`src/hdl/tis_pkg.sv`:
```
// Shared types and constants for the tile image scaler.
// No dependencies; every other file in the block but tis_ram imports this package.
`default_nettype none

package tis_pkg;

    localparam int STEP_W     = 17;
    localparam int IDX_W      = 8;
    localparam int DIVISOR_W  = 11;
    localparam int CFG_IDX_W  = 3;
    localparam int CFG_DATA_W = 11;

    localparam logic [STEP_W-1:0] STEP_RESET = 17'd256;

    typedef enum logic [CFG_IDX_W-1:0] {
        CFG_DEPTH_MODE    = 3'd0,
        CFG_SOURCE_WIDTH  = 3'd1,
        CFG_SOURCE_HEIGHT = 3'd2,
        CFG_TARGET_WIDTH  = 3'd3,
        CFG_TARGET_HEIGHT = 3'd4
    } t_cfg_index;

    typedef struct packed {
        logic [STEP_W-1:0] col_step;
        logic [STEP_W-1:0] row_step;
        logic [IDX_W-1:0]  last_col;
        logic [IDX_W-1:0]  last_row;
    } t_geom;

    typedef struct packed {
        logic [IDX_W-1:0] col;
        logic [IDX_W-1:0] row;
        logic [31:0]      pixel;
        logic [7:0]       version;
    } t_load;

    typedef struct packed {
        logic             vld;
        logic             mode;
        t_load            ld;
        logic [IDX_W-1:0] r0;
        logic [IDX_W-1:0] r1;
        logic [IDX_W-1:0] c0;
        logic [IDX_W-1:0] c1;
    } t_req;

endpackage

`default_nettype wire

```
`src/hdl/tis_divider.sv`:
```
// Restoring divider, one quotient bit per cycle, that also holds the step result.
// Depends on tis_pkg.
`default_nettype none

module tis_divider (
    input  wire logic                            i_clk,
    input  wire logic                            i_rst_n,
    input  wire logic                            i_start,
    input  wire logic [tis_pkg::STEP_W-1:0]      i_dividend,
    input  wire logic [tis_pkg::DIVISOR_W-1:0]   i_divisor,
    output logic                                 o_busy,
    output logic      [tis_pkg::STEP_W-1:0]      o_quot
);
    import tis_pkg::*;

    localparam int CNT_W = $clog2(STEP_W + 1);

    logic                 r_busy;
    logic [CNT_W-1:0]     r_cnt;
    logic [STEP_W-1:0]    r_q;
    logic [DIVISOR_W-1:0] r_rem;
    logic [DIVISOR_W-1:0] r_d;
    logic [DIVISOR_W:0]   n_trial;
    logic                 n_fit;

    always_comb begin
        n_trial = {r_rem, r_q[STEP_W-1]};
        n_fit   = (n_trial >= {1'b0, r_d});
    end

    always_ff @(posedge i_clk) begin
        if (!i_rst_n) begin
            r_busy <= 1'b0;
            r_cnt  <= '0;
            r_q    <= STEP_RESET;
        end else if (i_start) begin
            r_busy <= 1'b1;
            r_cnt  <= CNT_W'(STEP_W);
            r_q    <= i_dividend;
            r_rem  <= '0;
            r_d    <= i_divisor;
        end else if (r_busy) begin
            r_cnt <= r_cnt - 1'b1;
            if (r_cnt == CNT_W'(1)) begin
                r_busy <= 1'b0;
            end
            if (n_fit) begin
                r_rem <= DIVISOR_W'(n_trial - {1'b0, r_d});
                r_q   <= {r_q[STEP_W-2:0], 1'b1};
            end else begin
                r_rem <= DIVISOR_W'(n_trial);
                r_q   <= {r_q[STEP_W-2:0], 1'b0};
            end
        end
    end

    assign o_busy = r_busy;
    assign o_quot = r_q;

    a_busy_count: assert property (@(posedge i_clk) disable iff (!i_rst_n)
        r_busy |-> (r_cnt != '0))
        else $error("divider busy with an exhausted bit count");

    a_rem_below: assert property (@(posedge i_clk) disable iff (!i_rst_n)
        ($fell(r_busy) && $past(i_rst_n)) |-> (r_rem < r_d))
        else $error("divider finished with a remainder not below the divisor");

endmodule

`default_nettype wire

```
`config.mk`:
```
export PLATFORM = sky130hd
export DESIGN_NAME = tis_divider
export DESIGN_NICKNAME = d
export VERILOG_FILES = /design/src/hdl/tis_pkg.sv /design/src/hdl/tis_divider.sv
export SDC_FILE = /design/constraint.sdc
export NUM_CORES = 1
export LEC_CHECK = 0
export BUFFER_PORTS_ARGS = -buffer_cell sky130_fd_sc_hd__buf_2
export CORE_ASPECT_RATIO = 2
export CORE_MARGIN = 3
export CORE_UTILIZATION = 30
export CTS_CLUSTER_SIZE = 25
export DETAILED_ROUTE_END_ITERATION = 8
export GPL_ROUTABILITY_DRIVEN = 0
export GPL_TIMING_DRIVEN = 0
export SLEW_MARGIN = 5
export SYNTH_ARGS = -nofsm -noshare
export SYNTH_HDL_FRONTEND = slang
export SYNTH_SLANG_ARGS = --single-unit
```
`constraint.sdc`:
```
create_clock -name i_clk -period 3.3 [get_ports i_clk]
set_input_delay 0.66 -clock i_clk [delete_from_list [all_inputs] [get_ports i_clk]]
set_output_delay 0.66 -clock i_clk [all_outputs]
set_load 0.02 [all_outputs]
```
==> impl_metrics.py <==
metrics = {
    "outcome": {
        "status": "finished clean",
    },
    "sta": {
        "rsz0062_at_grt": "no",
        "fin_crit_ns": 2.47,
        "tns_ns": 0,
        "hold_viol": 0,
        "hold_ws_ns": 0.525,
        "skew_ns": 0.00977,
        "setup_viol": 0,
        "fmax_mhz": 405,
        "relSlewSlack": 0.575,
        "worstMarginPinSlew_ns": 0.637,
        "period_share": 0.748,
        "slew_viol_final": 0,
    },
    "routing": {
        "first_pass_iters": 4,
        "wl_per_cell_um": 14.1,
        "drc_errors": 0,
        "drt-total-wl_mm": 5.68,
        "vias": 1901,
        "via_per_inst": 4.73,
        "first_iter_violations": 16,
        "ant_nets": 0,
    },
    "cts": {
        "cts_buffers": 5,
        "cts_resized": 0,
        "h-tree-depth": 2,
        "clockBufferDepth": 2,
        "clk_pin_slew_worst_paths_ns": 0.07,
        "cts_tree": "done",
        "root_buffer": "clkbuf_16",
        "cts_hold_buf": 0,
        "clkLatencyLatePin_ns": 0.29,
        "clock-sinks": 45,
        "postCtsSetupRepairBufs": 0,
    },
    "placed_design": {
        "placed_area_sq_mm": 0.00285,
        "hpwl_mm": 4.52,
        "port_buffers": 48,
        "dp.cells": 394,
    },
    "yosys": {
        "synthAdderAreaFrac": 0.0733,
        "synth_compound_area_frac": 0.172,
        "synth_xor_xnor_area_share": 0.0281,
        "syn_inst": 250,
        "synth_fp_nets": 295,
        "synth_area_sq_mm": 0.00249,
        "synthSimpleGateAreaFrac": 0.158,
        "yosys.area.top_type": "edfxtp_1",
        "seq_area_frac_synth": 0.450,
        "synth.area.top_cells": "edfxtp_1 (26%), dfxtp_1 (18%), ha_1 (6.5%)",
        "ys_seq_elements": 45,
        "yosys_warnings": 0,
        "synth.avg_cell_area_sq_um": 9.97,
        "muxShareOfSynthArea": 0.0687,
        "yosysTopAreaCellShare": 0.265,
        "synth_top_family_by_area": "compound AO/OA/AOI/OAI gates",
        "ys_types": 44,
    },
    "pwr": {
        "p_seq_frac": 0.405,
        "peakVddDrop_mv": 0.438,
        "powerDensity_mw_per_mm2": 547,
        "power_mw": 1.65,
        "p_switching_mw": 0.470,
        "clkPwrFrac": 0.341,
        "power.share.combinational": 0.254,
        "leakage_nw": 1.29,
        "switching_share": 0.285,
        "p_int_mw": 1.18,
    },
    "floorplan": {
        "num_rows": 46,
        "io-pin-count": 49,
        "core-area_sq_mm": 0.00800,
        "dieArea_sq_mm": 0.00951,
        "fp.dieH_um": 135,
        "start_util": 0.312,
        "die_x_um": 70.5,
    },
    "worst_setup_path": {
        "slowest_stage": "fa_1",
        "cp-start-kind": "flip-flop",
        "path_class": "reg -> reg",
        "slowest_delay_ns": 0.38,
        "path_cells": "inv_1, ha_1, fa_1, nand2b_1, a21oi_4, o21ai_4, a21o_4, buf_6, o41ai_2",
        "arrival_ns": 2.57,
        "required_ns": 3.40,
        "crit_fanout": 10,
        "setup.worst_path.end_class": "flip-flop",
    },
    "finish": {
        "instances_no_fill": 402,
        "fin_area_sq_mm": 0.00302,
        "layout-drive-gt1-share": 0.235,
        "area_growth_syn_to_layout_pct": 21.0,
        "finalNetCount": 350,
        "antenna_cells": 0,
    },
    "global_route": {
        "track_usage": 0.129,
        "grt_pass1_vias": 2114,
        "antenna_found_initial": 0,
        "gr-total-overflow": 0,
        "grt_pass1_wl_mm": 9.64,
        "grt_max_degree": 15,
    },
    "job": {
        "drv_cap": 0,
    },
    "min_path": {
        "hp-class": "reg -> reg",
    },
}
[cell type report]
type                       count  area [sq um]
tap                           96           120
timing repair buffer          48           240
fill                         790          4980
buffer                        12          62.6
clock buffer                   6           129
sequential                    45          1120
inverter                      17          63.8
multi-input combinational    176          1250
clock inverter                 2          35.0
[worst paths after layout]
path	start	end	slack (ns)	cells after the start
worst min register to register	r_cnt[1]	r_cnt[1]	0.53	2
worst max-delay path	o_quot[16]	r_rem[9]	0.83	9
worst max register to register	o_quot[16]	r_rem[9]	0.83	9
worst min-delay path	r_cnt[1]	r_cnt[1]	0.53	2
[routing by layer]
metal	vias up	GRT usage	wire length (um)
met5	-	0	0
met4	0	0.0608	128
met3	7	0.0164	168
met2	43	0.273	3430
met1	872	0.111	1950
li1	979	-	-
[layout by cell type (no fill, tap or decap), types with 5 or more instances in the layout]
| cell | instances |
|---|---|
| mux2i_1 | 16 |
| nand2_1 | 29 |
| xnor2_1 | 5 |
| o21ai_0 | 21 |
| edfxtp_1 | 22 |
| a21oi_1 | 7 |
| ha_1 | 13 |
| nor2_1 | 15 |
| clkbuf_1 | 8 |
| dfxtp_1 | 23 |
| inv_1 | 17 |
| o21a_1 | 5 |
| and2_1 | 17 |
| buf_2 | 50 |
| clkbuf_16 | 5 |
| nand2b_1 | 6 |
[cell families after synthesis]
kind of cell,after synthesis
adder cells (fa/ha/maj),14
multiplexers,17
AO/OA/AOI/OAI,57
buffers and inverters,29
flip-flops,45
AND/OR/NAND/NOR,80
XOR/XNOR,8
[flip-flops by register name, summed over array words and instances (netlist names)]
register  count
r_rem        11
r_cnt         5
o_quot       17
o_busy        1
r_d          11
[power groups by stage]
stage / Sequential (mW) / Combinational, mW / Clock (mW)
floorplan: 0.691 / 0.303 / 0
global placement: 0.680 / 0.419 / 0
detailed placement: 0.681 / 0.422 / 0
CTS: 0.669 / 0.426 / 0.576
global route: 0.675 / 0.470 / 0.589
finish: 0.669 / 0.419 / 0.562
[through the flow]
stage / worst slack [ns] / util
2_1_floorplan: 0.914 / -
6_report: 0.830 / 0.377
5_1_grt: 0.696 / 0.377
4_1_cts: 0.801 / 0.377
3_3_place_gp: 0.851 / 0.357
3_5_place_dp: 0.830 / 0.357
[worst max-delay path, delay by kind of cell (launching register included)]
kind	cells	cell delay, ns
AO/OA/AOI/OAI	4	0.86
adder cells (fa/ha/maj)	2	0.60
buffers and inverters	2	0.20
flip-flops	1	0.37
AND/OR/NAND/NOR	1	0.23
[cells in the mapped netlist, drive strengths merged]
cell type  number
nand2          29
dfxtp          23
edfxtp         22
o21ai          22
and2           17
inv            17
mux2i          16
nor2           15
ha             13
a21oi          10
clkbuf          7
nand2b          6
a211oi          5
buf             5
o21a            5
xnor2           5
a21o            3
nand3           3
nand3b          3
nor3            3
o211ai          3
xor2            3
a21boi          2
o41ai           2
a2111o          1
a31oi           1
fa              1
mux2            1
nand4           1
nor2b           1
nor4b           1
o31a            1
o31ai           1
o32ai           1
or3             1
No activity file was read; power rests on OpenSTA's default activity.
