==> config.mk <==
export PLATFORM = sky130hd
export DESIGN_NAME = tis_blend
export DESIGN_NICKNAME = d
export VERILOG_FILES = /design/src/hdl/tis_pkg.sv /design/src/hdl/tis_blend.sv
export SDC_FILE = /design/constraint.sdc
export NUM_CORES = 1
export LEC_CHECK = 0
export BUFFER_PORTS_ARGS = -buffer_cell sky130_fd_sc_hd__buf_4
export CELL_PAD_IN_SITES_DETAIL_PLACEMENT = 1
export CELL_PAD_IN_SITES_GLOBAL_PLACEMENT = 2
export CORE_MARGIN = 1
export CORE_UTILIZATION = 35
export CTS_CLUSTER_DIAMETER = 150
export DETAILED_ROUTE_END_ITERATION = 8
export MAX_ROUTING_LAYER = met4
export PLACE_DENSITY = 0.8
export SLEW_MARGIN = 20
export SYNTH_ARGS = -nofsm -noshare
export SYNTH_HDL_FRONTEND = slang
export SYNTH_SLANG_ARGS = --single-unit
==> constraint.sdc <==
create_clock -name i_clk -period 5 [get_ports i_clk]
set_input_delay 0.75 -clock i_clk [delete_from_list [all_inputs] [get_ports i_clk]]
set_output_delay 0.75 -clock i_clk [all_outputs]
set_load 0.02 [all_outputs]
==> src/hdl/tis_pkg.sv <==
// Shared types and constants for the tile image scaler.
// No dependencies; every other file in the block but tis_ram imports this package.
`default_nettype none

package tis_pkg;

    localparam int STEP_W     = 17;
    localparam int IDX_W      = 8;
    localparam int DIVISOR_W  = 11;
    localparam int CFG_IDX_W  = 3;
    localparam int CFG_DATA_W = 11;

    localparam logic [STEP_W-1:0] STEP_RESET = 17'd256;

    typedef enum logic [CFG_IDX_W-1:0] {
        CFG_DEPTH_MODE    = 3'd0,
        CFG_SOURCE_WIDTH  = 3'd1,
        CFG_SOURCE_HEIGHT = 3'd2,
        CFG_TARGET_WIDTH  = 3'd3,
        CFG_TARGET_HEIGHT = 3'd4
    } t_cfg_index;

    typedef struct packed {
        logic [STEP_W-1:0] col_step;
        logic [STEP_W-1:0] row_step;
        logic [IDX_W-1:0]  last_col;
        logic [IDX_W-1:0]  last_row;
    } t_geom;

    typedef struct packed {
        logic [IDX_W-1:0] col;
        logic [IDX_W-1:0] row;
        logic [31:0]      pixel;
        logic [7:0]       version;
    } t_load;

    typedef struct packed {
        logic             vld;
        logic             mode;
        t_load            ld;
        logic [IDX_W-1:0] r0;
        logic [IDX_W-1:0] r1;
        logic [IDX_W-1:0] c0;
        logic [IDX_W-1:0] c1;
    } t_req;

endpackage

`default_nettype wire

==> src/hdl/tis_blend.sv <==
// Blend pipeline: per-byte floor-average tree over four samples (or the low byte of
// s00 when depth mode is clear) and the output register. Depends on tis_pkg.
`default_nettype none

module tis_blend (
    input  wire logic        i_clk,
    input  wire logic        i_rst_n,
    input  wire logic        i_vld,
    input  wire logic        i_depth_mode,
    input  wire logic [31:0] i_s00,
    input  wire logic [31:0] i_s11,
    input  wire logic [31:0] i_s01,
    input  wire logic [31:0] i_s10,
    input  wire logic [7:0]  i_version,
    output logic             o_strobe,
    output logic      [31:0] o_pixel,
    output logic      [7:0]  o_version
);
    import tis_pkg::*;

    localparam logic [31:0] BYTE_MASK = 32'hfefe_fefe;

    function automatic logic [31:0] avg_bytes(input logic [31:0] a, input logic [31:0] b);
        return (((a ^ b) & BYTE_MASK) >> 1) + (a & b);
    endfunction

    logic        r_f_vld, r_g_vld;
    logic [31:0] r_f_a1, r_f_a2;
    logic [7:0]  r_f_low, r_f_ver;
    logic [31:0] r_g_pixel;
    logic [7:0]  r_g_ver;

    always_ff @(posedge i_clk) begin
        if (!i_rst_n) begin
            r_f_vld <= 1'b0;
            r_g_vld <= 1'b0;
        end else begin
            r_f_vld <= i_vld;
            r_g_vld <= r_f_vld;
        end
    end

    always_ff @(posedge i_clk) begin
        r_f_a1  <= avg_bytes(i_s00, i_s11);
        r_f_a2  <= avg_bytes(i_s01, i_s10);
        r_f_low <= i_s00[7:0];
        r_f_ver <= i_version;

        if (i_depth_mode) begin
            r_g_pixel <= avg_bytes(r_f_a1, r_f_a2);
        end else begin
            r_g_pixel <= {24'd0, r_f_low};
        end
        r_g_ver <= r_f_ver;
    end

    assign o_strobe  = r_g_vld;
    assign o_pixel   = r_g_pixel;
    assign o_version = r_g_ver;

endmodule

`default_nettype wire

==> results_dict.tcl, run 1 <==
set metrics [dict create \
    path_delay_family "compound AO/OA/AOI/OAI gates" \
    postPlaceCellArea_sq_mm 0.0101 \
    cp_max_fo 3 \
    whs_path_depth 0 \
    initial_core_util 0.357 \
    route.detailed.drc 0 \
    synth_edf_count 0 \
    max_stage_delay_ps 490 \
    grt_pass1_vias 7368 \
    numCtsBuffers 17 \
    endpoint_kind "register" \
    yosys_warnings 0 \
    ctsResizeCount 0 \
    hold-worst-slack_ps 328 \
    netlist_instances 910 \
    yosysMostFrequentCell "ha_1" \
    synthToLayoutAreaGrowth_pct 26.8 \
    fillers 2754 \
    cp_data_arrival_time_ps 3580 \
    tightest_slew_ps 645 \
    ys_types 69 \
    cts_tree "yes" \
    min_from "r_f_ver[2]" \
    multi_input_area_sq_mm 0.00582 \
    die_y_um 157 \
    grt_usage 0.197 \
    rsz0062_at_grt "no" \
    synth_common_cells "ha_1 (168), dfxtp_1 (122), nor2_1 (81), a21oi_1 (77), nand2_1 (53)" \
    htreeDepth 4 \
    final_cell_area_sq_mm 0.0107 \
    drv_slew 0 \
    syn_area_sq_mm 0.00841 \
    dpl.hpwl_um 18900 \
    grt_pass1_wl_um 37100 \
    setup_viol 0 \
    grt-ovfl-total 0 \
    crit_required_ps 5280 \
    instances_no_fill 1418 \
    drt-total-wl_um 22500 \
    nets 1397 \
    async_flop_share 0 \
    finalCriticalPeriod_ps 3300 \
    die_w_um 157 \
    maxCapViolCount 0 \
    crit_top_cell "ha_1" \
    status "complete, no violations" \
    detail_route.iter0.violations 170 \
    synth_top_flop_cell "dfxtp_1" \
    ir_drop_mv 0.240 \
    synth_area_leaders "dfxtp_1 (29%), ha_1 (25%), xnor2_1 (4.9%), a21oi_1 (4.6%), xor2_1 (4.0%)" \
    critPathKind "register to register" \
    antenna_found_initial 0 \
    cts.sinks 122 \
    io-pin-count 181 \
    clock_skew_ps 10.2 \
    cts_root_buf "clkbuf_16" \
    crit_buf_inv 0 \
    cts_hold_buf 0 \
    fmax_mhz 303 \
    power_density_mw_per_mm2 469 \
    wl_per_cell_um 15.9 \
    reg2reg_depth 11 \
    drive_gt1_frac 0.220 \
    dr.pass1.iters 4 \
    hold_viol_final 0 \
    avgSynthCellArea_sq_um 9.25 \
    yosysSeqAreaShare 0.290 \
    crit_slowest_cell "fa_1" \
    setup_tns_ps 0 \
    via_count 7173 \
    crit_chain "ha_1, ha_1, fa_1, a211oi_1, o21a_1, nor3_1, o41a_1, a211o_1, a31oi_1, or3_1, o211ai_1" \
    clk_pin_slew_worst_paths_ps 60 \
    ant_nets 0 \
    postCtsSetupBuffers 0 \
    worstReg2RegEnd "o_pixel[28]" \
    r2r_slack_ps 1700 \
    slew_headroom 0.570 \
    cp-start-kind "register" \
    synth_nets 1221 \
    yosys_register_bits 122 \
    via_per_inst 5.06 \
    fp-row-count 56 \
    die_area_sq_mm 0.0247 \
    dp.cells 1386 \
    clk_path_buf_depth 2 \
    register_area_sq_mm 0.00244 \
    hp-class "register to register" \
    cp_num_cells 11 \
    postLayoutCoreUtil 0.453 \
    gp_congestion 0.846 \
    portBuffers 180 \
    r2r_start "r_f_a2[1]" \
    min_to "o_version[2]" \
    yosys.area.top_type_share 0.290 \
    coreArea_sq_mm 0.0235 \
    antenna_cells 0 \
    synth_top_cell_by_area "dfxtp_1" \
    grt_max_degree 24 \
    p_leak_nw 5.13 \
    fin_crit_sh 0.660 \
    clk_latency_ps 430 \
]
## cell usage in the layout, fill, tap and decap left out, types with 5 or more instances in the layout
master and instances:
o31a_1 5, nand3_1 26, nand2_1 53, and3_1 10, mux2_2 7, a21o_1 35
clkbuf_16 17, xor2_1 38, a31oi_1 14, dfxtp_1 122, nor2_1 81, o21a_1 8
o211ai_1 8, a211oi_1 10, buf_4 180, o21bai_1 10, o21ai_0 27, and2_1 17
a21oi_1 77, ha_1 168, inv_1 13, xnor2_1 47, o21ai_1 6, nor3_1 12
o31ai_1 5, nor2b_1 12, nand4_1 13
## worst max-delay path by stage
stage               startpoint           to  slack, ps
floorplan             i_s01[1]   r_f_a2[30]       1840
global placement      i_s01[1]   r_f_a2[30]       1390
detailed placement    i_s01[1]   r_f_a2[30]       1320
CTS                  r_f_a2[1]  o_pixel[28]       1690
global route         r_f_a2[1]  o_pixel[28]       1500
finish               r_f_a2[1]  o_pixel[28]       1700
## sequential cells by signal (all words and copies together) (netlist names)
register / count
r_f_ver: 8
r_f_vld: 1
o_version: 8
o_strobe: 1
r_f_a1: 32
o_pixel: 32
r_f_a2: 32
r_f_low: 8
## logic make-up after synthesis
kind of cell	share of synthesized area
DFF	0.290
and+or+nand+nor	0.139
AOI/OAI and AO/OA	0.195
buffers and inverters	0.0180
adders and majority gates	0.257
muxes	0.0117
xor gates and xnor gates	0.0885
## cell type report
cell class                      count  area share
Clock buffer                       17      0.0399
Clock inverter                     15      0.0169
Inverter                           13     0.00457
Multi-Input combinational cell    752       0.546
Sequential cell                   122       0.229
Tap cell                          319      0.0374
Timing Repair Buffer              180       0.127
## per-layer routing
layer / wire length [um] / track usage / vias up / part of all wire
li1: - / - / 3682 / -
met1: 11700 / 0.273 / 3317 / 0.52
met2: 9820 / 0.299 / 151 / 0.44
met3: 711 / 0.0251 / 23 / 0.032
met4: 286 / 0.0555 / 0 / 0.013
met5: 0 / - / - / 0
## per-stage QoR
stage,total power [W],setup slack [ps]
finish,0.00500,1700
global route,0.00538,1500
CTS,0.00505,1690
detailed placement,0.00376,1320
global placement,0.00374,1390
floorplan,0.00302,1840
## where the power goes
part	total [W]	switching, W	leakage [nW]	internal [W]
combinational	0.00242	0.00137	3.81	0.00105
clock	0.00125	0.000502	0.289	0.000753
sequential	0.00132	0.0000901	1.03	0.00123
Power figures use the tool's default switching activity.
==> run 2, diff against run 1 <==
- CORE_UTILIZATION: 35 -> 34
- PLACE_DENSITY: 0.8 -> 0.78
- clock period: 5 -> 3.34 ns (I/O delays scaled with it)
==> results_dict.tcl, run 2 (synthesis results as in run 1) <==
set metrics [dict create \
    status "complete, no violations" \
    p_int_w 0.00449 \
    p_sw_w 0.00287 \
    min_from "i_version[5]" \
    fin_crit_sh 0.911 \
    nets 1409 \
    fp-row-count 57 \
    dr.pass1.iters 4 \
    critPathKind "register to register" \
    cp_max_fo 3 \
    postPlaceCellArea_sq_mm 0.0102 \
    setup_tns_ps 0 \
    die_y_um 159 \
    die_w_um 159 \
    power_density_mw_per_mm2 686 \
    endpoint_kind "register" \
    dpl_worst_slack_ps 71.5 \
    clock_skew_ps 13.2 \
    min_to "r_f_ver[5]" \
    cts.sinks 122 \
    crit_top_cell "ha_1" \
    switching_share 0.389 \
    setup_viol 0 \
    dpl.hpwl_um 18800 \
    antenna_found_initial 0 \
    clk_path_buf_depth 2 \
    combPwrFrac 0.495 \
    postCtsSetupBuffers 0 \
    final_cell_area_sq_mm 0.0107 \
    reg2reg_depth 11 \
    clkPwrFrac 0.235 \
    fmax_mhz 329 \
    numCtsBuffers 17 \
    fillers 2848 \
    coreArea_sq_mm 0.0243 \
    portBuffers 180 \
    instances_no_fill 1435 \
    cts_root_buf "clkbuf_16" \
    die_area_sq_mm 0.0254 \
    hp-class "input pin to register" \
    ctsResizeCount 0 \
    detail_route.iter0.violations 173 \
    grt_max_degree 24 \
    ir_drop_mv 0.389 \
    r2r_slack_ps 300 \
    synthToLayoutAreaGrowth_pct 27.6 \
    mostFrequentLayoutCell "buf_4" \
    crit_buf_inv 0 \
    io-pin-count 181 \
    clk_pin_slew_worst_paths_ps 60 \
    r2r_start "r_f_a1[1]" \
    cp_data_arrival_time_ps 3320 \
    crit_slowest_cell "fa_2" \
    setup_slack_ps 296 \
    max_stage_delay_ps 430 \
    route.detailed.drc 0 \
    tightest_slew_ps 640 \
    whs_path_depth 1 \
    initial_core_util 0.346 \
    grt_usage 0.185 \
    dp.cells 1403 \
    worstReg2RegEnd "o_pixel[28]" \
    gp_congestion 0.839 \
    via_per_inst 4.98 \
    grt_pass1_wl_um 36800 \
    rsz0062_at_grt "no" \
    wl_per_cell_um 15.4 \
    mostFrequentLayoutCells "buf_4 (192), ha_1 (168), dfxtp_1 (122), nor2_1 (81), a21oi_1 (77)" \
    hold_viol_final 0 \
    drive_gt1_frac 0.230 \
    htreeDepth 4 \
    drt-total-wl_um 22100 \
    ant_nets 0 \
    power_frac_seq 0.269 \
    path_delay_family "compound AO/OA/AOI/OAI gates" \
    clk_latency_ps 420 \
    finalCriticalPeriod_ps 3040 \
    crit_required_ps 3610 \
    grt-ovfl-total 0 \
    cts_hold_buf 0 \
    via_count 7145 \
    antenna_cells 0 \
    grt_pass1_vias 7427 \
    cp-start-kind "register" \
    drv_slew 0 \
    crit_chain "ha_1, ha_1, fa_2, a211oi_2, o21a_1, nor3_1, o41a_1, a211o_1, a31oi_2, or3_1, o211ai_1" \
    p_leak_nw 5.16 \
    slew_headroom 0.573 \
    cts_tree "yes" \
    maxCapViolCount 0 \
]
[run 2: changes by cell type in the layout (fill, tap and decap cells not counted), moves of 2 or more]
cell      before  now
buf_4        180  192
clkinv_2       0    3
inv_6          4    2
inv_8          4    0
clkinv_4       2    4
[run 2: how the worst max path moves through the flow]
stage	startpoint	end	slack, ps	cells after the start
after global placement	i_s01[1]	r_f_a2[30]	80	12
after detailed placement	i_s01[1]	r_f_a2[30]	70	12
after floorplan	i_s01[1]	r_f_a2[30]	430	11
after global routing	r_f_a1[1]	o_pixel[28]	70	11
after CTS	r_f_a1[1]	o_pixel[28]	80	11
final	r_f_a1[1]	o_pixel[28]	300	11
[run 2: stage by stage]
stage	hold WS [ps]	utilization	total power, W
after CTS	162	0.441	0.00743
final	179	0.441	0.00736
after floorplan	310	-	0.00452
after detailed placement	313	0.418	0.00565
after global placement	310	0.418	0.00564
after global routing	159	0.441	0.00797
[run 2: metal layers]
layer	track usage	vias up	part of all wire
li1	-	3710	-
met1	0.253	3276	0.51
met3	0.0229	18	0.032
met2	0.288	141	0.45
met4	0.0476	0	0.0091
met5	-	-	0
[run 2: final cells by class]
class                           count  area (sq um)  share of cell area
Clock buffer                       19           443              0.0413
Sequential cell                   122          2440               0.228
Clock inverter                     13           120              0.0112
Timing Repair Buffer              192          1440               0.134
Multi-Input combinational cell    752          5830               0.543
Inverter                           13          48.8             0.00455
Tap cell                          324           405              0.0378
[run 2: power groups by stage]
stage	combinational, W	sequential (W)	clock, W
after floorplan	0.00234	0.00218	0
after global placement	0.00363	0.00201	0
after detailed placement	0.00363	0.00202	0
after CTS	0.00366	0.00199	0.00178
after global routing	0.00409	0.00202	0.00186
final	0.00365	0.00198	0.00173
[run 2: worst register-to-register path, delay by kind of cell, from the launching register on]
| kind | cells | cell delay (ps) |
|---|---|---|
| AO/OA/AOI/OAI | 6 | 1440 |
| adder cells (fa/ha/maj) | 3 | 950 |
| flip-flops | 1 | 310 |
| AND/OR/NAND/NOR | 2 | 210 |
