## src/hdl/tis_pkg.sv

```systemverilog
// Shared types and constants for the tile image scaler.
// No dependencies; every other file in the block but tis_ram imports this package.
`default_nettype none

package tis_pkg;

    localparam int STEP_W     = 17;
    localparam int IDX_W      = 8;
    localparam int DIVISOR_W  = 11;
    localparam int CFG_IDX_W  = 3;
    localparam int CFG_DATA_W = 11;

    localparam logic [STEP_W-1:0] STEP_RESET = 17'd256;

    typedef enum logic [CFG_IDX_W-1:0] {
        CFG_DEPTH_MODE    = 3'd0,
        CFG_SOURCE_WIDTH  = 3'd1,
        CFG_SOURCE_HEIGHT = 3'd2,
        CFG_TARGET_WIDTH  = 3'd3,
        CFG_TARGET_HEIGHT = 3'd4
    } t_cfg_index;

    typedef struct packed {
        logic [STEP_W-1:0] col_step;
        logic [STEP_W-1:0] row_step;
        logic [IDX_W-1:0]  last_col;
        logic [IDX_W-1:0]  last_row;
    } t_geom;

    typedef struct packed {
        logic [IDX_W-1:0] col;
        logic [IDX_W-1:0] row;
        logic [31:0]      pixel;
        logic [7:0]       version;
    } t_load;

    typedef struct packed {
        logic             vld;
        logic             mode;
        t_load            ld;
        logic [IDX_W-1:0] r0;
        logic [IDX_W-1:0] r1;
        logic [IDX_W-1:0] c0;
        logic [IDX_W-1:0] c1;
    } t_req;

endpackage

`default_nettype wire

```

## src/hdl/tis_pos.sv

```systemverilog
// Position pipeline: destination coordinate, step multiply, half-step offset and
// saturation to source indices over four register stages. Depends on tis_pkg.
`default_nettype none

module tis_pos #(
    parameter int TILE_SIZE = 64
) (
    input  wire logic           i_clk,
    input  wire logic           i_rst_n,
    input  wire tis_pkg::t_geom i_geom,
    input  wire logic           i_start,
    input  wire logic           i_mode,
    input  wire tis_pkg::t_load i_load,
    input  wire logic [3:0]     i_tile_col,
    input  wire logic [3:0]     i_tile_row,
    input  wire logic [5:0]     i_offset_col,
    input  wire logic [5:0]     i_offset_row,
    output tis_pkg::t_req       o_req
);
    import tis_pkg::*;

    localparam int DW = $clog2(15 * TILE_SIZE + 64);
    localparam int PW = DW + STEP_W;
    localparam int QW = PW + 1;
    localparam int IW = QW - 8;

    function automatic logic [IDX_W-1:0] clamp_idx(input logic [QW-1:0] p,
                                                   input logic [IDX_W-1:0] last);
        logic [IW-1:0] idx;
        begin
            idx = p[QW-1:8];
            if (idx > IW'(last)) begin
                return last;
            end
            return idx[IDX_W-1:0];
        end
    endfunction

    logic          r_a_vld, r_b_vld, r_c_vld, r_d_vld;
    logic          r_a_mode, r_b_mode, r_c_mode, r_d_mode;
    t_load         r_a_ld, r_b_ld, r_c_ld, r_d_ld;
    logic [DW-1:0] r_a_x, r_a_y;
    logic [PW-1:0] r_b_x, r_b_y;
    logic [PW-1:0] r_c_x0, r_c_y0;
    logic [QW-1:0] r_c_x1, r_c_y1;
    logic [IDX_W-1:0] r_d_c0, r_d_c1, r_d_r0, r_d_r1;
    logic [DW-1:0] n_a_x, n_a_y;

    always_comb begin
        n_a_x = DW'(DW'(i_tile_col) * DW'(TILE_SIZE)) + DW'(i_offset_col);
        n_a_y = DW'(DW'(i_tile_row) * DW'(TILE_SIZE)) + DW'(i_offset_row);
    end

    always_ff @(posedge i_clk) begin
        if (!i_rst_n) begin
            r_a_vld <= 1'b0;
            r_b_vld <= 1'b0;
            r_c_vld <= 1'b0;
            r_d_vld <= 1'b0;
        end else begin
            r_a_vld <= i_start;
            r_b_vld <= r_a_vld;
            r_c_vld <= r_b_vld;
            r_d_vld <= r_c_vld;
        end
    end

    always_ff @(posedge i_clk) begin
        r_a_mode <= i_mode;
        r_a_ld   <= i_load;
        r_a_x    <= n_a_x;
        r_a_y    <= n_a_y;

        r_b_mode <= r_a_mode;
        r_b_ld   <= r_a_ld;
        r_b_x    <= PW'(r_a_x) * PW'(i_geom.col_step);
        r_b_y    <= PW'(r_a_y) * PW'(i_geom.row_step);

        r_c_mode <= r_b_mode;
        r_c_ld   <= r_b_ld;
        r_c_x0   <= r_b_x;
        r_c_y0   <= r_b_y;
        r_c_x1   <= QW'(r_b_x) + QW'(i_geom.col_step >> 1);
        r_c_y1   <= QW'(r_b_y) + QW'(i_geom.row_step >> 1);

        r_d_mode <= r_c_mode;
        r_d_ld   <= r_c_ld;
        r_d_c0   <= clamp_idx(QW'(r_c_x0), i_geom.last_col);
        r_d_c1   <= clamp_idx(r_c_x1, i_geom.last_col);
        r_d_r0   <= clamp_idx(QW'(r_c_y0), i_geom.last_row);
        r_d_r1   <= clamp_idx(r_c_y1, i_geom.last_row);
    end

    always_comb begin
        o_req.vld  = r_d_vld;
        o_req.mode = r_d_mode;
        o_req.ld   = r_d_ld;
        o_req.r0   = r_d_r0;
        o_req.r1   = r_d_r1;
        o_req.c0   = r_d_c0;
        o_req.c1   = r_d_c1;
    end

    a_clamped: assert property (@(posedge i_clk) disable iff (!i_rst_n)
        r_d_vld |-> (r_d_c0 <= $past(i_geom.last_col) && r_d_c1 <= $past(i_geom.last_col)
                     && r_d_r0 <= $past(i_geom.last_row)
                     && r_d_r1 <= $past(i_geom.last_row)))
        else $error("source index beyond the saturation limit");

endmodule

`default_nettype wire

```

## config.mk

```make
export PLATFORM = sky130hd
export DESIGN_NAME = tis_pos
export DESIGN_NICKNAME = d
export VERILOG_FILES = /design/src/hdl/tis_pkg.sv /design/src/hdl/tis_pos.sv
export SDC_FILE = /design/constraint.sdc
export NUM_CORES = 1
export LEC_CHECK = 0
export ABC_AREA = 1
export BUFFER_PORTS_ARGS = -buffer_cell sky130_fd_sc_hd__buf_2
export CORE_ASPECT_RATIO = 0.6
export CORE_UTILIZATION = 40
export DETAILED_ROUTE_END_ITERATION = 7
export MAX_ROUTING_LAYER = met4
export PLACE_DENSITY = 0.65
export SETUP_SLACK_MARGIN = 0.4
export SYNTH_ARGS = -nofsm -noshare
export SYNTH_HDL_FRONTEND = slang
export SYNTH_SLANG_ARGS = --single-unit
export TNS_END_PERCENT = 100
```

## constraint.sdc

```tcl
create_clock -name i_clk -period 5.1 [get_ports i_clk]
set_clock_uncertainty 0.05 [all_clocks]
set_input_delay 1.02 -clock i_clk [delete_from_list [all_inputs] [get_ports i_clk]]
set_output_delay 1.02 -clock i_clk [all_outputs]
set_load 0.01 [all_outputs]
```

==> results.md <==
Status:
- The flow ran to the end, and the final reports show no timing, DRC or antenna violations.

Worst setup path:
- The startpoint of the most critical register-to-register path is r_a_x[4].
- STA classifies the critical path startpoint as a primary input.
- For the worst flop-to-flop path, the logic depth is 16.
- The launch point of the worst path is i_geom[38].
- In this run the worst setup path terminates at r_b_x[12].
- The dominant delay contributor by cell family on the critical path is adder cells.
- The most numerous cell type found on the critical path is sky130_fd_sc_hd__fa_1.
- The slowest stage of the critical path belongs to the cell sky130_fd_sc_hd__fa_1.
- The worst setup path is captured at a flop.
- The maximum fanout along the worst path is 6.
- In this design, the stage delay of the slowest critical-path cell is 0.57 ns.
- The critical path goes through buf_12 > nand2_4 > fa_1 > fa_1 > inv_2 > fa_1 > fa_1 > inv_2 > fa_1 > inv_2 > ha_4 > nand2_4 > nor2_4 > nand3_2 > nand3b_1 > buf_4 > xor2_1.
- The worst flop-to-flop path endpoint is r_b_x[12].
- At the worst endpoint, the arrival time is 5.11 ns.
- Together, buffers and inverters on the worst path number 5.
- The kind of critical path is primary input to flop.
- The critical path depth is 17.
- Setup slack on the worst reg-to-reg path comes out at 0.49 ns.
- The required arrival time at the worst endpoint is 5.56 ns.

Route:
- Once detail routing completed, the nets flagged for antenna violations numbered 0.
- Dividing the detail-routed wire length by the instance count gives 15.7 µm.
- The final layout contains routed wiring with a total length of 68,900 µm.
- After detailed routing, the number of remaining DRC violations is 0.
- The total iterations of the first detailed-routing run is 6.
- Using the TritonRoute via totals, the vias-per-cell ratio works out to 4.59.
- The routed layout has 20,197 vias.
- The DRC marker count from the first detailed-route iteration is 1,617.

Clock network:
- The number of clock sinks is 416.
- Clock-pin slew was measured on the worst setup and hold paths at 0.06 ns.
- Buffers inserted during clock tree synthesis total 40.
- The hold buffer count at CTS is 0.
- The CTS root buffer is sky130_fd_sc_hd__clkbuf_16.
- The deepest clock path buffer count is 3.
- TritonCTS built the clock tree.
- The clock latency on the worst-skew pair is 0.59 ns.
- In this run the number of H-tree levels came out at 2.

Yosys:
- The mean instance size in the synthesized netlist is 7.84 µm².
- The biggest area contributor in the post-synthesis netlist is sky130_fd_sc_hd__dfxtp_1.
- The summed instance area of the synthesized netlist is 25,100 µm².
- Synthesis produced a netlist whose cell count is 3,197.
- The Yosys step of the flow raised 0 warnings.
- After synthesis the netlist holds a flip-flop and latch count of 416.
- The net count after synthesis is 3,749.
- After synthesis, flip-flops and latches occupy 33.2% of the total area.
- The top cell type by area accounts for 33.2% of the synthesized area.
- Ranked by total cell area, the synthesized netlist is headed by sky130_fd_sc_hd__dfxtp_1 (33%), sky130_fd_sc_hd__fa_1 (19%), sky130_fd_sc_hd__nand2_1 (16%).
- The number of distinct library cell variants in the gate-level netlist after synthesis is 32.

Floorplan:
- The die is 325 µm wide.
- The floorplan step defined a core boundary enclosing 61,400 µm².
- The overall die height is 196 µm.
- The floorplan step defined a die boundary enclosing 63,700 µm².
- The number of top-level pins is 220.
- The initial utilization of the core area, before any placement, comes to 40.8%.
- The number of rows created at floorplan is 70.

Global route:
- The via count of the first global-routing pass is 19,508.
- The largest net degree at the start of global routing is 18.
- After global routing the overflow that remains totals 0.
- The initial antenna violation count is 3.
- The overall global routing resource usage is 22.7%.
- The global-route wire length before repair is 110,000 µm.

Cells and area:
- The final non-filler cell total is 4,402.
- The library cell used most frequently in the layout, excluding fill and tap cells, is sky130_fd_sc_hd__nand2_1.
- Of the cells placed in the final design, the portion with a size suffix greater than 1 is 18.8%.
- The net count reported at finish is 4,099.
- The top cell types in the final layout, fill and taps aside, are sky130_fd_sc_hd__nand2_1 (973), sky130_fd_sc_hd__inv_1 (693), sky130_fd_sc_hd__dfxtp_1 (405).
- The register area is 8360 µm².
- From synthesis to final layout, the design area changed by 23.1%.
- The footprint of the multi-input gates is 14,700 µm².
- The number of inserted filler cells in the final layout is 5,870.

Placed design:
- The post-placement cell count is 4,307.
- The quantity of I/O buffers inserted on ports is 219.
- The estimated wirelength of the detail-placed design is 57,000 µm.
- The routability congestion estimate from global placement is 0.960.

Pwr:
- The power per cell area is 691 nW/µm².
- The largest voltage drop on the vdd net is 0.609 mV.
- Summing internal, switching and leakage power gives 21.3 mW.
- The switching power is 9.92 mW.
- The analysis attributes to cell leakage a power of 17.2 nW.
- The internal portion of total power is 11.4 mW.
- The fraction of power consumed by sequential logic is 21.2%.
- The part of the power in combinational logic is 65.1%.
- In this run switching power makes up 46.6% of total power.
- The clock network is responsible for 13.7% of the overall power.

Job:
- The tool flagged a number of max-cap violations equal to 0.

Timing:
- The time the final worst path needs with I/O delays and setup is 4.65 ns.
- Based on the critical path, the design can be clocked at up to 215 MHz.
- The total setup violations reported at the end of the flow is 0.
- Hold is met by 0.270 ns.
- Setup repair after global routing could not meet its margin everywhere.
- The number of endpoints with negative hold slack in the final report came to 0.
- For the pin with the worst max-slew slack, the measured transition is 0.736 ns.
- Measured against its own limit, the worst slew margin works out to 50.9%.
- After layout, the worst path uses 91.2% of the clock period.
- The number of pins with negative max-slew slack in the final report is 0.

Worst hold path:
- The path class of the tightest hold or removal check is flop to flop.
[power groups by stage]
stage | Sequential (mW) | Combinational [mW] | Clock (mW)
after global placement | 4.56 | 12.8 | 0
final | 4.52 | 13.9 | 2.91
after CTS | 4.49 | 12.9 | 3.00
after floorplan | 4.31 | 8.97 | 0
after global routing | 4.56 | 15.4 | 3.13
after detailed placement | 4.56 | 12.8 | 0
[registers in the layout, summed over array words and instances (netlist names), 8 cells and up]
name    flops
o_req      56
r_a_ld     56
r_a_x      10
r_a_y      10
r_b_ld     56
r_b_x      27
r_b_y      27
r_c_ld     56
r_c_x0     19
r_c_x1     20
r_c_y0     19
r_c_y1     20
r_d_c0      8
r_d_c1      8
r_d_r0      8
r_d_r1      8
[what timing repair did]
action | 4_1_cts | 5_1_grt
endpoints found under the setup margin | 35 | 35
gates cloned | 0 | 1
pin swaps | 0 | 41
buffers inserted | 0 | 25
resized for setup | 12 | 186
[through the flow]
stage | instance area [µm²] | setup WS [ns] | setup TNS, ns | util, %
5_1_grt | 30800 | 0.326 | 0 | 50.2
2_1_floorplan | 26000 | 0.252 | 0 | -
6_report | 30800 | 0.448 | 0 | 50.2
3_5_place_dp | 28700 | -0.271 | -4.90 | 46.7
4_1_cts | 29900 | 0.400 | 0 | 48.8
3_3_place_gp | 28700 | -0.289 | -4.77 | 46.7
[cells in the mapped netlist]
library cell	count
sky130_fd_sc_hd__nand2_1	1048
sky130_fd_sc_hd__inv_1	720
sky130_fd_sc_hd__dfxtp_1	416
sky130_fd_sc_hd__fa_1	236
sky130_fd_sc_hd__ha_1	186
sky130_fd_sc_hd__nor2_1	166
sky130_fd_sc_hd__nand3_1	128
sky130_fd_sc_hd__clkbuf_1	73
sky130_fd_sc_hd__a21oi_1	62
sky130_fd_sc_hd__xor2_1	34
sky130_fd_sc_hd__nand4_1	27
sky130_fd_sc_hd__o21bai_1	16
sky130_fd_sc_hd__nand3b_1	12
sky130_fd_sc_hd__xnor2_1	12
sky130_fd_sc_hd__and2_1	7
sky130_fd_sc_hd__nor2_2	7
sky130_fd_sc_hd__nor3_1	7
sky130_fd_sc_hd__o21ai_0	7
sky130_fd_sc_hd__nand2_2	5
sky130_fd_sc_hd__nand3_2	4
sky130_fd_sc_hd__nor4_1	4
sky130_fd_sc_hd__a21o_1	3
sky130_fd_sc_hd__or2_1	3
sky130_fd_sc_hd__and3_1	2
sky130_fd_sc_hd__buf_4	2
sky130_fd_sc_hd__nand2_4	2
sky130_fd_sc_hd__nand4_2	2
sky130_fd_sc_hd__o21ai_1	2
sky130_fd_sc_hd__a21boi_0	1
sky130_fd_sc_hd__buf_1	1
sky130_fd_sc_hd__nor3_2	1
sky130_fd_sc_hd__or2_2	1
[cell type report]
cell class,instances,share of cell area (%)
sequential,416,27.1
inverter,720,8.77
tap,828,3.36
antenna,4,0.0325
timing repair buffer,384,8.81
multi-input combinational,1985,47.8
clock buffer,45,3.31
clock inverter,20,0.775
[worst min-delay path by stage]
| stage | from | end | slack (ns) | cells past startpoint |
|---|---|---|---|---|
| after floorplan | r_c_ld[0] | o_req[32] | 0.26 | 0 |
| after global placement | r_b_ld[0] | r_c_ld[0] | 0.26 | 0 |
| after detailed placement | r_c_ld[2] | o_req[34] | 0.26 | 0 |
| after CTS | r_b_ld[46] | r_c_ld[46] | 0.27 | 0 |
| after global routing | r_a_ld[9] | r_b_ld[9] | 0.27 | 0 |
| final | r_c_ld[8] | o_req[40] | 0.27 | 0 |
[worst reg2reg max path, cell delays in order (launching register included)]
cell	delay, ns
sky130_fd_sc_hd__dfxtp_4	0.47
sky130_fd_sc_hd__nand2_4	0.08
sky130_fd_sc_hd__fa_1	0.50
sky130_fd_sc_hd__fa_1	0.54
sky130_fd_sc_hd__inv_2	0.05
sky130_fd_sc_hd__fa_1	0.51
sky130_fd_sc_hd__fa_1	0.57
sky130_fd_sc_hd__inv_2	0.04
sky130_fd_sc_hd__fa_1	0.54
sky130_fd_sc_hd__inv_2	0.05
sky130_fd_sc_hd__ha_4	0.31
sky130_fd_sc_hd__nand2_4	0.09
sky130_fd_sc_hd__nor2_4	0.20
sky130_fd_sc_hd__nand3_2	0.10
sky130_fd_sc_hd__nand3b_1	0.16
sky130_fd_sc_hd__buf_4	0.14
sky130_fd_sc_hd__xor2_1	0.15
[logic make-up after synthesis]
logic type      Yosys count  synth area share, %
simple gates           1426                 23.0
buf+inv                 796                 12.0
fa+ha+maj               422                 28.1
flops                   416                 33.2
compound gates           91                 2.02
xor+xnor                 46                 1.61
[metal layers]
metal	part of all wire [%]	track usage [%]
met3	9.9	5.21
met4	1.3	3.91
met1	55	37.8
met5	0	-
met2	34	26.6
(Power assumes the default switching activity.)
